[src/rtl/bshlp_pkg.sv]
package bshlp_pkg;

  localparam int NUM_KEYS = 16;
  localparam int KEY_W = $clog2(NUM_KEYS);
  localparam int COUNT_W = 16;
  localparam int INTV_W = 8;
  localparam int OP_W = 2;
  localparam int CFG_INDEX_W = 2;
  localparam int CFG_DATA_W = 16;

  localparam logic [COUNT_W-1:0] COUNT_MAX = '1;

  localparam logic [OP_W-1:0] OP_SCAN  = 2'd0;
  localparam logic [OP_W-1:0] OP_READ  = 2'd1;
  localparam logic [OP_W-1:0] OP_FIRST = 2'd2;

  localparam logic [CFG_INDEX_W-1:0] REG_THRESHOLD = 2'd0;
  localparam logic [CFG_INDEX_W-1:0] REG_INTERVAL  = 2'd1;
  localparam logic [CFG_INDEX_W-1:0] REG_WATCHED   = 2'd2;

  localparam logic [COUNT_W-1:0] THRESHOLD_RESET = 16'd40;
  localparam logic [INTV_W-1:0] INTERVAL_RESET = 8'd4;
  localparam logic [KEY_W-1:0] WATCHED_RESET = 4'd0;

  localparam logic [KEY_W-1:0] KEY_MAP [NUM_KEYS] = '{
    4'd14, 4'd0, 4'd1, 4'd2, 4'd7, 4'd6, 4'd5, 4'd8,
    4'd9, 4'd10, 4'd3, 4'd4, 4'd11, 4'd12, 4'd15, 4'd13
  };

  typedef struct packed {
    logic [COUNT_W-1:0] mark;
    logic armed;
    logic reported;
    logic [COUNT_W-1:0] count;
  } entry_t;

  function automatic logic [KEY_W-1:0] phys_of(input logic [KEY_W-1:0] logical);
    return KEY_MAP[logical];
  endfunction

  function automatic logic [KEY_W-1:0] slot_of_bit(input int i);
    logic [KEY_W-1:0] s;
    if (i <= 3) s = KEY_W'(i + 4);
    else if (i <= 7) s = KEY_W'(7 - i);
    else if (i <= 11) s = KEY_W'(i + 4);
    else s = KEY_W'(23 - i);
    return s;
  endfunction

  // Reorders the scan word so that bit s is the release bit of physical key s.
  function automatic logic [NUM_KEYS-1:0] released_by_slot(input logic [NUM_KEYS-1:0] word);
    logic [NUM_KEYS-1:0] rel;
    rel = '0;
    for (int i = 0; i < NUM_KEYS; i++) begin
      rel[slot_of_bit(i)] = word[NUM_KEYS-1-i];
    end
    return rel;
  endfunction

endpackage

[src/rtl/bshlp_ram.sv]
module bshlp_ram #(
  parameter int WIDTH = 8,
  parameter int DEPTH = 16
) (
  input  logic                     clk,
  input  logic                     we,
  input  logic [$clog2(DEPTH)-1:0] waddr,
  input  logic [WIDTH-1:0]         wdata,
  input  logic                     re,
  input  logic [$clog2(DEPTH)-1:0] raddr,
  output logic [WIDTH-1:0]         rdata
);

  logic [WIDTH-1:0] mem [DEPTH];

  always_ff @(posedge clk) begin
    if (we) begin
      mem[waddr] <= wdata;
    end
    if (re) begin
      rdata <= mem[raddr];
    end
  end

endmodule

[src/rtl/button_scan_hold_long_press_core.sv]
// Channel  Signals                                   Direction
// input    in_valid, in_stall, op, scan_word, button  in_stall driven here
// output   out_valid, out_stall, hold_count,          out_stall driven by sink
//          first_press, repeat_trigger
// config   cfg_we, cfg_index, cfg_data                write only
//
// A scan item has a start step, a sweep of the key-state memory that updates one key per
// cycle over all 16 keys, and a read and an update of the watched key. A query reads the
// entry of one key. The sweep rate is set by the single read port of the key-state memory.
// One input item is buffered, so the next item is taken while the current one is at work.
// Reset clears the control state and marks every key entry as zero.
// A stalled result holds the engine before it writes the next result.
module button_scan_hold_long_press_core (
  input  logic                               clk,
  input  logic                               rst,
  input  logic                               in_valid,
  output logic                               in_stall,
  input  logic [bshlp_pkg::OP_W-1:0]         op,
  input  logic [bshlp_pkg::NUM_KEYS-1:0]     scan_word,
  input  logic [bshlp_pkg::KEY_W-1:0]        button,
  output logic                               out_valid,
  input  logic                               out_stall,
  output logic [bshlp_pkg::COUNT_W-1:0]      hold_count,
  output logic                               first_press,
  output logic                               repeat_trigger,
  input  logic                               cfg_we,
  input  logic [bshlp_pkg::CFG_INDEX_W-1:0]  cfg_index,
  input  logic [bshlp_pkg::CFG_DATA_W-1:0]   cfg_data
);

  import bshlp_pkg::*;

  localparam logic [2:0] S_IDLE   = 3'd0;
  localparam logic [2:0] S_SWEEP  = 3'd1;
  localparam logic [2:0] S_CHK_RD = 3'd2;
  localparam logic [2:0] S_CHK    = 3'd3;
  localparam logic [2:0] S_QRY    = 3'd4;

  localparam logic [KEY_W-1:0] LAST_KEY = KEY_W'(NUM_KEYS - 1);

  logic [2:0] state, state_next;

  logic hv;
  logic [OP_W-1:0] h_op;
  logic [NUM_KEYS-1:0] h_word;
  logic [KEY_W-1:0] h_button;

  logic [OP_W-1:0] cur_op;
  logic [NUM_KEYS-1:0] rel;
  logic [KEY_W-1:0] key;
  logic [KEY_W-1:0] cnt, cnt_next;

  logic [COUNT_W-1:0] thr;
  logic [INTV_W-1:0] intv;
  logic [KEY_W-1:0] watched;

  logic [NUM_KEYS-1:0] vld;
  logic vld_rd;
  logic trig, trig_next;

  logic re, we;
  logic [KEY_W-1:0] raddr, waddr;
  entry_t wdata, rdata, rd_entry;

  logic take, out_free, o_load, o_first_next;
  logic [COUNT_W-1:0] diff;

  bshlp_ram #(
    .WIDTH($bits(entry_t)),
    .DEPTH(NUM_KEYS)
  ) u_key_ram (
    .clk  (clk),
    .we   (we),
    .waddr(waddr),
    .wdata(wdata),
    .re   (re),
    .raddr(raddr),
    .rdata(rdata)
  );

  assign rd_entry = vld_rd ? rdata : '0;
  assign in_stall = hv;
  assign out_free = !out_valid || !out_stall;
  assign diff = rd_entry.count - rd_entry.mark;

  always_comb begin
    state_next = state;
    cnt_next = cnt;
    trig_next = trig;
    re = 1'b0;
    raddr = cnt;
    we = 1'b0;
    waddr = cnt;
    wdata = rd_entry;
    take = 1'b0;
    o_load = 1'b0;
    o_first_next = 1'b0;
    unique case (state)
      S_IDLE: begin
        if (hv) begin
          if (h_op == OP_SCAN) begin
            take = 1'b1;
            re = 1'b1;
            raddr = '0;
            cnt_next = '0;
            state_next = S_SWEEP;
          end else if (out_free) begin
            take = 1'b1;
            re = 1'b1;
            raddr = phys_of(h_button);
            state_next = S_QRY;
          end
        end
      end
      S_SWEEP: begin
        we = 1'b1;
        waddr = cnt;
        if (rel[cnt]) begin
          wdata.count = '0;
          wdata.reported = 1'b0;
          trig_next = 1'b0;
        end else if (rd_entry.count != COUNT_MAX) begin
          wdata.count = rd_entry.count + 1'b1;
        end
        if (cnt == LAST_KEY) begin
          state_next = S_CHK_RD;
        end else begin
          re = 1'b1;
          raddr = cnt + 1'b1;
          cnt_next = cnt + 1'b1;
        end
      end
      S_CHK_RD: begin
        if (out_free) begin
          re = 1'b1;
          raddr = key;
          state_next = S_CHK;
        end
      end
      S_CHK: begin
        we = 1'b1;
        waddr = key;
        o_load = 1'b1;
        if (rd_entry.count == '0) begin
          wdata.armed = 1'b0;
          wdata.mark = '0;
        end else if (rd_entry.count > thr) begin
          if (!rd_entry.armed) begin
            wdata.armed = 1'b1;
            wdata.mark = rd_entry.count;
          end else if (rd_entry.count >= rd_entry.mark &&
                       diff >= COUNT_W'(intv)) begin
            trig_next = 1'b1;
            wdata.mark = rd_entry.count;
          end
        end
        state_next = S_IDLE;
      end
      S_QRY: begin
        waddr = key;
        o_load = 1'b1;
        if (cur_op == OP_FIRST && !rd_entry.reported && rd_entry.count != '0) begin
          we = 1'b1;
          wdata.reported = 1'b1;
          o_first_next = 1'b1;
        end
        state_next = S_IDLE;
      end
      default: begin
        state_next = S_IDLE;
      end
    endcase
  end

  always_ff @(posedge clk) begin
    if (rst) begin
      state <= S_IDLE;
      hv <= 1'b0;
      out_valid <= 1'b0;
      vld <= '0;
      vld_rd <= 1'b0;
      trig <= 1'b0;
      cnt <= '0;
      thr <= THRESHOLD_RESET;
      intv <= INTERVAL_RESET;
      watched <= WATCHED_RESET;
    end else begin
      state <= state_next;
      cnt <= cnt_next;
      trig <= trig_next;
      if (take) begin
        hv <= 1'b0;
      end else if (in_valid && !hv) begin
        hv <= 1'b1;
      end
      if (o_load) begin
        out_valid <= 1'b1;
      end else if (!out_stall) begin
        out_valid <= 1'b0;
      end
      if (we) begin
        vld[waddr] <= 1'b1;
      end
      if (re) begin
        vld_rd <= vld[raddr];
      end
      if (cfg_we) begin
        case (cfg_index)
          REG_THRESHOLD: thr <= cfg_data;
          REG_INTERVAL:  intv <= cfg_data[INTV_W-1:0];
          REG_WATCHED:   watched <= cfg_data[KEY_W-1:0];
          default: ;
        endcase
      end
    end
  end

  always_ff @(posedge clk) begin
    if (in_valid && !hv) begin
      h_op <= op;
      h_word <= scan_word;
      h_button <= button;
    end
    if (take) begin
      cur_op <= h_op;
      rel <= released_by_slot(h_word);
      key <= (h_op == OP_SCAN) ? phys_of(watched) : phys_of(h_button);
    end
    if (o_load) begin
      hold_count <= rd_entry.count;
      first_press <= o_first_next;
      repeat_trigger <= trig_next;
    end
  end

endmodule
[config.mk]
export PLATFORM = sky130hd
export DESIGN_NAME = button_scan_hold_long_press_core
export DESIGN_NICKNAME = d
export VERILOG_FILES = /design/src/rtl/bshlp_pkg.sv /design/src/rtl/bshlp_ram.sv /design/src/rtl/button_scan_hold_long_press_core.sv
export SDC_FILE = /design/constraint.sdc
export NUM_CORES = 1
export LEC_CHECK = 0
export BUFFER_PORTS_ARGS = -buffer_cell sky130_fd_sc_hd__clkbuf_2
export CAP_MARGIN = 15
export CELL_PAD_IN_SITES_DETAIL_PLACEMENT = 0
export CELL_PAD_IN_SITES_GLOBAL_PLACEMENT = 1
export CORE_ASPECT_RATIO = 0.6
export CORE_MARGIN = 4
export CORE_UTILIZATION = 55
export CTS_BUF_LIST = sky130_fd_sc_hd__clkbuf_8
export DETAILED_ROUTE_END_ITERATION = 12
export PLACE_DENSITY = 0.88
export SLEW_MARGIN = 0
export SYNTH_ARGS = -nofsm -noshare
export SYNTH_HDL_FRONTEND = slang
export SYNTH_SLANG_ARGS = --single-unit
[constraint.sdc]
create_clock -name clk -period 11.35 [get_ports clk]
set_input_delay 0 -clock clk [delete_from_list [all_inputs] [get_ports clk]]
set_output_delay 0 -clock clk [all_outputs]
set_load 0.01 [all_outputs]
==> Word-level counts from Yosys, hierarchy flattened <==
Memory sizes are Yosys's and may differ from the RTL's. A register that Yosys moved wholly into a read port is not among the register bits.
Index checks and enable logic that the tools add are counted.
{ "classes": {"add_sub_neg": 3, "order_cmp": 41, "eq_ne": 15, "muxes": 121, "bitwise_logic": 4, "reduce_logical": 40} }
{ "ops": {"columns": ["operator", "n"], "rows": [
  ["$bwmux 16", 15],
  ["$mux 4", 29],
  ["$lt 4x5->1 const B", 19],
  ["$mux 16", 5],
  ["$demux 1 s4", 17],
  ["$ge 4x1->1 const B", 17],
  ["$mux 17", 3],
  ["$mux 1", 37],
  ["$mux 34", 1],
  ["$logic_and 1x1->1", 21],
  ["$add 16x1->16 const B", 1],
  ["$and 16x16->16", 1],
  ["$ge 16x16->1", 1],
  ["$ge 16x8->1", 1],
  ["$gt 16x16->1", 1],
  ["$logic_not 16->1", 1],
  ["$ne 16x16->1 const B", 1],
  ["$or 16x16->16", 1],
  ["$reduce_bool 16->1", 1],
  ["$sub 16x16->16", 1],
  ["$mux 3", 5],
  ["$pmux 4 s3", 1],
  ["$ge 5x5->1 const B", 2],
  ["$not 4->5", 2],
  ["other kinds (24)", 40]
]} }
{ "totals": {"ff_bits": 117, "mem_bits_rw": 544, "romBits": 128, "inputBits": 45, "wordCells": 246, "n_memories": 3} }
{ "memory_table": {"columns": ["memory", "depth", "word_bits", "read_ports", "rd_ports_with_merged_regs", "write_ports", "line_no", "source"], "rows": [
  ["u_key_ram.mem", 16, 34, 1, 1, 1, "bshlp_ram.sv:14", "logic [WIDTH-1:0] mem [DEPTH];"],
  ["(name not given)", 16, 4, 1, 0, 0, "bshlp_pkg.sv:38", "return KEY_MAP[logical];"],
  ["(name not given)", 16, 4, 1, 0, 0, "bshlp_pkg.sv:38", null]
]} }

==> Depth between registers and ports, before layout <==
{ "depth": {"depth_word": 27, "ltp_mapped": 23, "mapped_depth_nobuf": 17} }

==> Hierarchy <==
Synthesis repeated with hierarchy kept, for this count alone.
{ "hier_totals": {"hier_cells": 1672, "hier_area_um2": 28641.2} }
{ "modules_own_cells": {"columns": ["module", "instances", "cells_each", "area_each_um2"], "rows": [
  ["bshlp_ram", 1, 888, 21416.8],
  ["button_scan_hold_long_press_core", 1, 784, 7224.4]
]} }

==> Least setup slack after synthesis <==
No wires, ideal clock.
{ "synth_timing": {"path_kind": "register to register", "from": "register vld_rd", "to": "memory u_key_ram.mem[0][26] (netlist bit) (data pin)", "setup_ns": 0.296, "arrival_time_ns": 5.279, "required_ns": 11.054, "setup_slack_ns": 5.775, "path_stages_with_launch": 23, "cell_sequence": "dfxtp_1 -> buf_4 -> buf_2 -> buf_1 -> clkbuf_1 -> clkbuf_1 -> buf_1 -> nand2_1 -> ha_1 -> o211a_1 -> o31ai_2 -> nand2_1 -> xor2_1 -> ha_1 -> a211o_1 -> a21oi_1 -> o221ai_1 -> nor4_2 -> a41oi_1 -> o211ai_2 -> a31oi_4 -> buf_6 -> mux2i_1"} }
{ "synth_via": {"elab_chain_len": 9, "elab_cells_between_ends": 12, "cone_classes": "add/sub: 1; order compare: 3; mux: 6; reduce/logical: 2"} }
{ "synth_lines": {"columns": ["element", "line_no", "source"], "rows": [
  ["from (decl)", "button_scan_hold_long_press_core.sv:58", "logic vld_rd;"],
  ["from (signal assigned)", "button_scan_hold_long_press_core.sv:205", "vld_rd <= vld[raddr];"],
  ["$mux 34 (*)", "button_scan_hold_long_press_core.sv:81", "assign rd_entry = vld_rd ? rdata : '0;"],
  ["$sub 16x16->16", "button_scan_hold_long_press_core.sv:84", "assign diff = rd_entry.count - rd_entry.mark;"],
  ["$ge 16x8->1", "button_scan_hold_long_press_core.sv:152", "diff >= COUNT_W'(intv)) begin"],
  ["$logic_and 1x1->1", "button_scan_hold_long_press_core.sv:151", "end else if (rd_entry.count >= rd_entry.mark &&"],
  ["$mux 16", "button_scan_hold_long_press_core.sv:151", null],
  ["$mux 16", "button_scan_hold_long_press_core.sv:148", "if (!rd_entry.armed) begin"],
  ["$mux 17", "button_scan_hold_long_press_core.sv:147", "end else if (rd_entry.count > thr) begin"],
  ["$mux 17", "button_scan_hold_long_press_core.sv:144", "if (rd_entry.count == '0) begin"],
  ["$mux 17 (*)", "button_scan_hold_long_press_core.sv:98", "unique case (state)"],
  ["via u_key_ram.wdata[26]", "bshlp_ram.sv:8", "input logic [WIDTH-1:0] wdata,"],
  ["to (decl)", "bshlp_ram.sv:14", null]
]} }
Mark *: on every way through the listed nets, which the timed path passes. The rest lies on a longest branch.

==> Worst setup path after layout <==
{ "layout_timing": {"from": "register vld_rd", "to": "memory u_key_ram.mem[13][26] (netlist bit) (data pin)"} }
The elaborated chain is that of the path after synthesis.

==> run summary <==
outcome = finished clean
Synth Instances = 2,310
synthesized flop and latch total = 695
Yosys cell types = 87
clock root cell = clkbuf_8
Worst-Margin Slew = 1.102 ns
Die Ht = 188.3 um
CP required = 11.67 ns
Detail Route Antenna Nets = 0
clk slew on worst S/H paths = 0.07 ns
Initial Utilization = 56.20%
largest net degree at the start of global routing = 243
synthesized area per cell = 12.90 um^2
router iterations before antenna repair = 5
layout cells sized above 1 = 10.94%
DIE AREA = 58,090 um^2
Worst Skew = 0.03800 ns
commonest non-fill, non-tap cells in the layout = edfxtp_1, nand2_1, a211oi_1
Ant. Diodes = 0
met2 Use GR = 41.59%
most common cell after layout, fill and taps aside = edfxtp_1
Syn. warnings = 0
Tot Pwr = 7.600 mW
Setup WS post-layout = 5.287 ns
Fin Setup TNS = 0 ns
violation count after the first detailed-routing iteration = 2,584
area grow syn2layout = 12.46%
depth of the CTS H-tree = 3
number of buffers and inverters on the critical path = 2
CTS tree = built
Tmin final = 6.063 ns
met1 Use GR = 38.69%
Vias/cell = 6.219
crit path cell chain = buf_4, and2_1, ha_1, inv_1, fa_1, or2_2, o31a_1, a41oi_2, xnor2_1, ha_1, o211ai_1, o221ai_1, nor4_2, a41oi_1, o211ai_2, a31oi_4, mux2i_1
worst min path class = input port to flop
CP Capture Type = flop
grt ovf = 0
Pwr per Cell Area = 226.8 nW/um^2
RSZ-0062 raised after global routing = false
fin nets = 2,536
vias in the first global route = 19,353
CP arrival = 6.38 ns
r2r setup slk = 5.29 ns
Synth Cell Area = 29,800 um^2
Static Leak = 11.73 nW
Startpoint Class = flop
met3 Usage GRT = 6.269%
GRT busiest layer = met2
Final Max Tran Viols = 0
dpl hpwl = 41,530 um
# resized after CTS = 0
Main synth FF type = edfxtp_1
slowest stage cell, crit path = mux2i_1
slowest stage delay, CP = 0.99 ns
final hold vios = 0
I/O pins = 65
worst-skew pair later-pin latency = 0.70 ns
initial antenna violation count = 1
Num Clock Sinks = 695
first-pass GRT wire length = 118,000 um
Worst Setup Path Type = flop to flop
Peak VDD IR = 0.2007 mV
DRC viols = 0
critical path peak fanout = 69
max-cap viol count = 0
FP Rows = 65
core area = 53,030 um^2
Final GP Congestion = 0.9686
clk buf depth = 3
number of enable flip-flop cells after synthesis = 640
Max Freq = 164.9 MHz
post-synthesis sequential area ratio = 68.19%
final WL = 78,340 um
most frequent CP cell = ha_1
Mapped Nets = 2,403
port bufs = 64
pre-CTS WS = 5.413 ns
post-DR wirelength/cell = 24.35 um
gr usage total = 26.92%
Final setup viols = 0
Chip Width = 308.5 um
CTS Buf Count = 95
DR vias = 20,005
slew margin rel. = 24.45%
Tcrit/Tclk final = 53.42%
ys async rst share = 0%
CP delay by family, top = compound AO/OA/AOI/OAI gates
[flip-flops by register name (all words and copies together), names as in the netlist, 2 cells and up]
register / cells
cur_op: 2
vld: 16
u_key_ram.mem: 544
key: 4
h_op: 2
u_key_ram.rdata: 34
h_button: 4
thr: 16
h_word: 16
watched: 4
intv: 8
hold_count: 16
rel: 16
cnt: 4
state: 3
[routing by layer]
layer	part of all wire (%)	wire, um	up-vias
met2	46	36180	1040
met5	0.017	13	-
li1	-	-	8958
met4	2.2	1693	2
met3	11	8283	148
met1	41	32170	9857
[cells by family (layout without fill, tap and decap cells)]
family          after synthesis  count (layout)  synth area share (%)
simple gates                745             745                 11.65
flops                       695             695                 68.19
compound gates              537             537                 12.76
buf+inv                     212             416                 2.792
fa+ha+maj                    50              50                 2.116
mux                          36              36                 1.444
xor+xnor                     35              35                 1.054
[cell type report]
type                    instances  area (um^2)
fillers                      3800        19510
clock inverters                63        279.0
well taps                     703        879.6
repair buffers                190         1545
flip-flops and latches        695        20320
clock buffers                 105         1445
inverters                      58        217.7
multi-input cells            1403         8825
[synthesized netlist by cell type, drive strengths merged (9+ instances only)]
library cell | n | area, um^2
a211oi | 183 | 1379
a21o | 15 | 112.6
a21oi | 109 | 549.3
a311oi | 70 | 613.1
a31oi | 83 | 534.3
and2 | 152 | 950.9
buf | 32 | 156.4
clkbuf | 122 | 457.9
dfxtp | 55 | 1101
edfxtp | 640 | 19220
ha | 47 | 588.1
inv | 58 | 217.7
mux2i | 25 | 250.2
nand2 | 371 | 1395
nand3 | 27 | 135.1
nand4 | 11 | 68.82
nor2 | 108 | 405.4
nor2b | 9 | 58.81
nor3 | 18 | 90.09
o21ai | 24 | 123.9
xnor2 | 20 | 175.2
xor2 | 15 | 138.9
[report_power, final]
| part | internal (mW) | switching [mW] |
|---|---|---|
| Sequential | 3.17 | 0.170 |
| Combinational | 0.836 | 1.66 |
| Clock | 0.850 | 0.921 |
[worst reg2reg max path, stage by stage, from the launching register on]
cell	delay, ns
dfxtp_2	0.31
buf_4	0.58
and2_1	0.31
ha_1	0.25
inv_1	0.09
fa_1	0.50
or2_2	0.30
o31a_1	0.13
a41oi_2	0.28
xnor2_1	0.12
ha_1	0.29
o211ai_1	0.08
o221ai_1	0.20
nor4_2	0.09
a41oi_1	0.25
o211ai_2	0.16
a31oi_4	0.77
mux2i_1	0.99
[path summary, 6_finish.rpt]
| check | depth (start not counted) | start | end |
|---|---|---|---|
| max | 17 | vld_rd$_SDFFE_PP0P_ | u_key_ram.mem[13][26]$_DFFE_PP_ |
| min | 2 | scan_word[10] | h_word[10]$_DFFE_PP_ |
| max reg2reg | 17 | vld_rd$_SDFFE_PP0P_ | u_key_ram.mem[13][26]$_DFFE_PP_ |
| min reg2reg | 0 | h_word[3]$_DFFE_PP_ | rel[11]$_DFFE_PP_ |
[repair_timing]
action | 4_1_cts | 5_1_grt
hold buffers | 87 | 0
endpoints found under the hold margin | 97 | 0
setup buffers | 0 | 0
[metrics by stage]
stage	hold slack, ns	cells	area [um^2]	utilization (%)
6_report	0.04531	3217	33510	63.20
5_1_grt	0.006880	3217	33510	63.20
4_1_cts	0.003641	3215	33470	63.13
3_5_place_dp	0.1786	2960	30880	58.23
3_3_place_gp	0.1765	2960	30880	58.23
2_1_floorplan	0.09887	2310	29800	-
No activity file was read; power rests on OpenSTA's default activity.
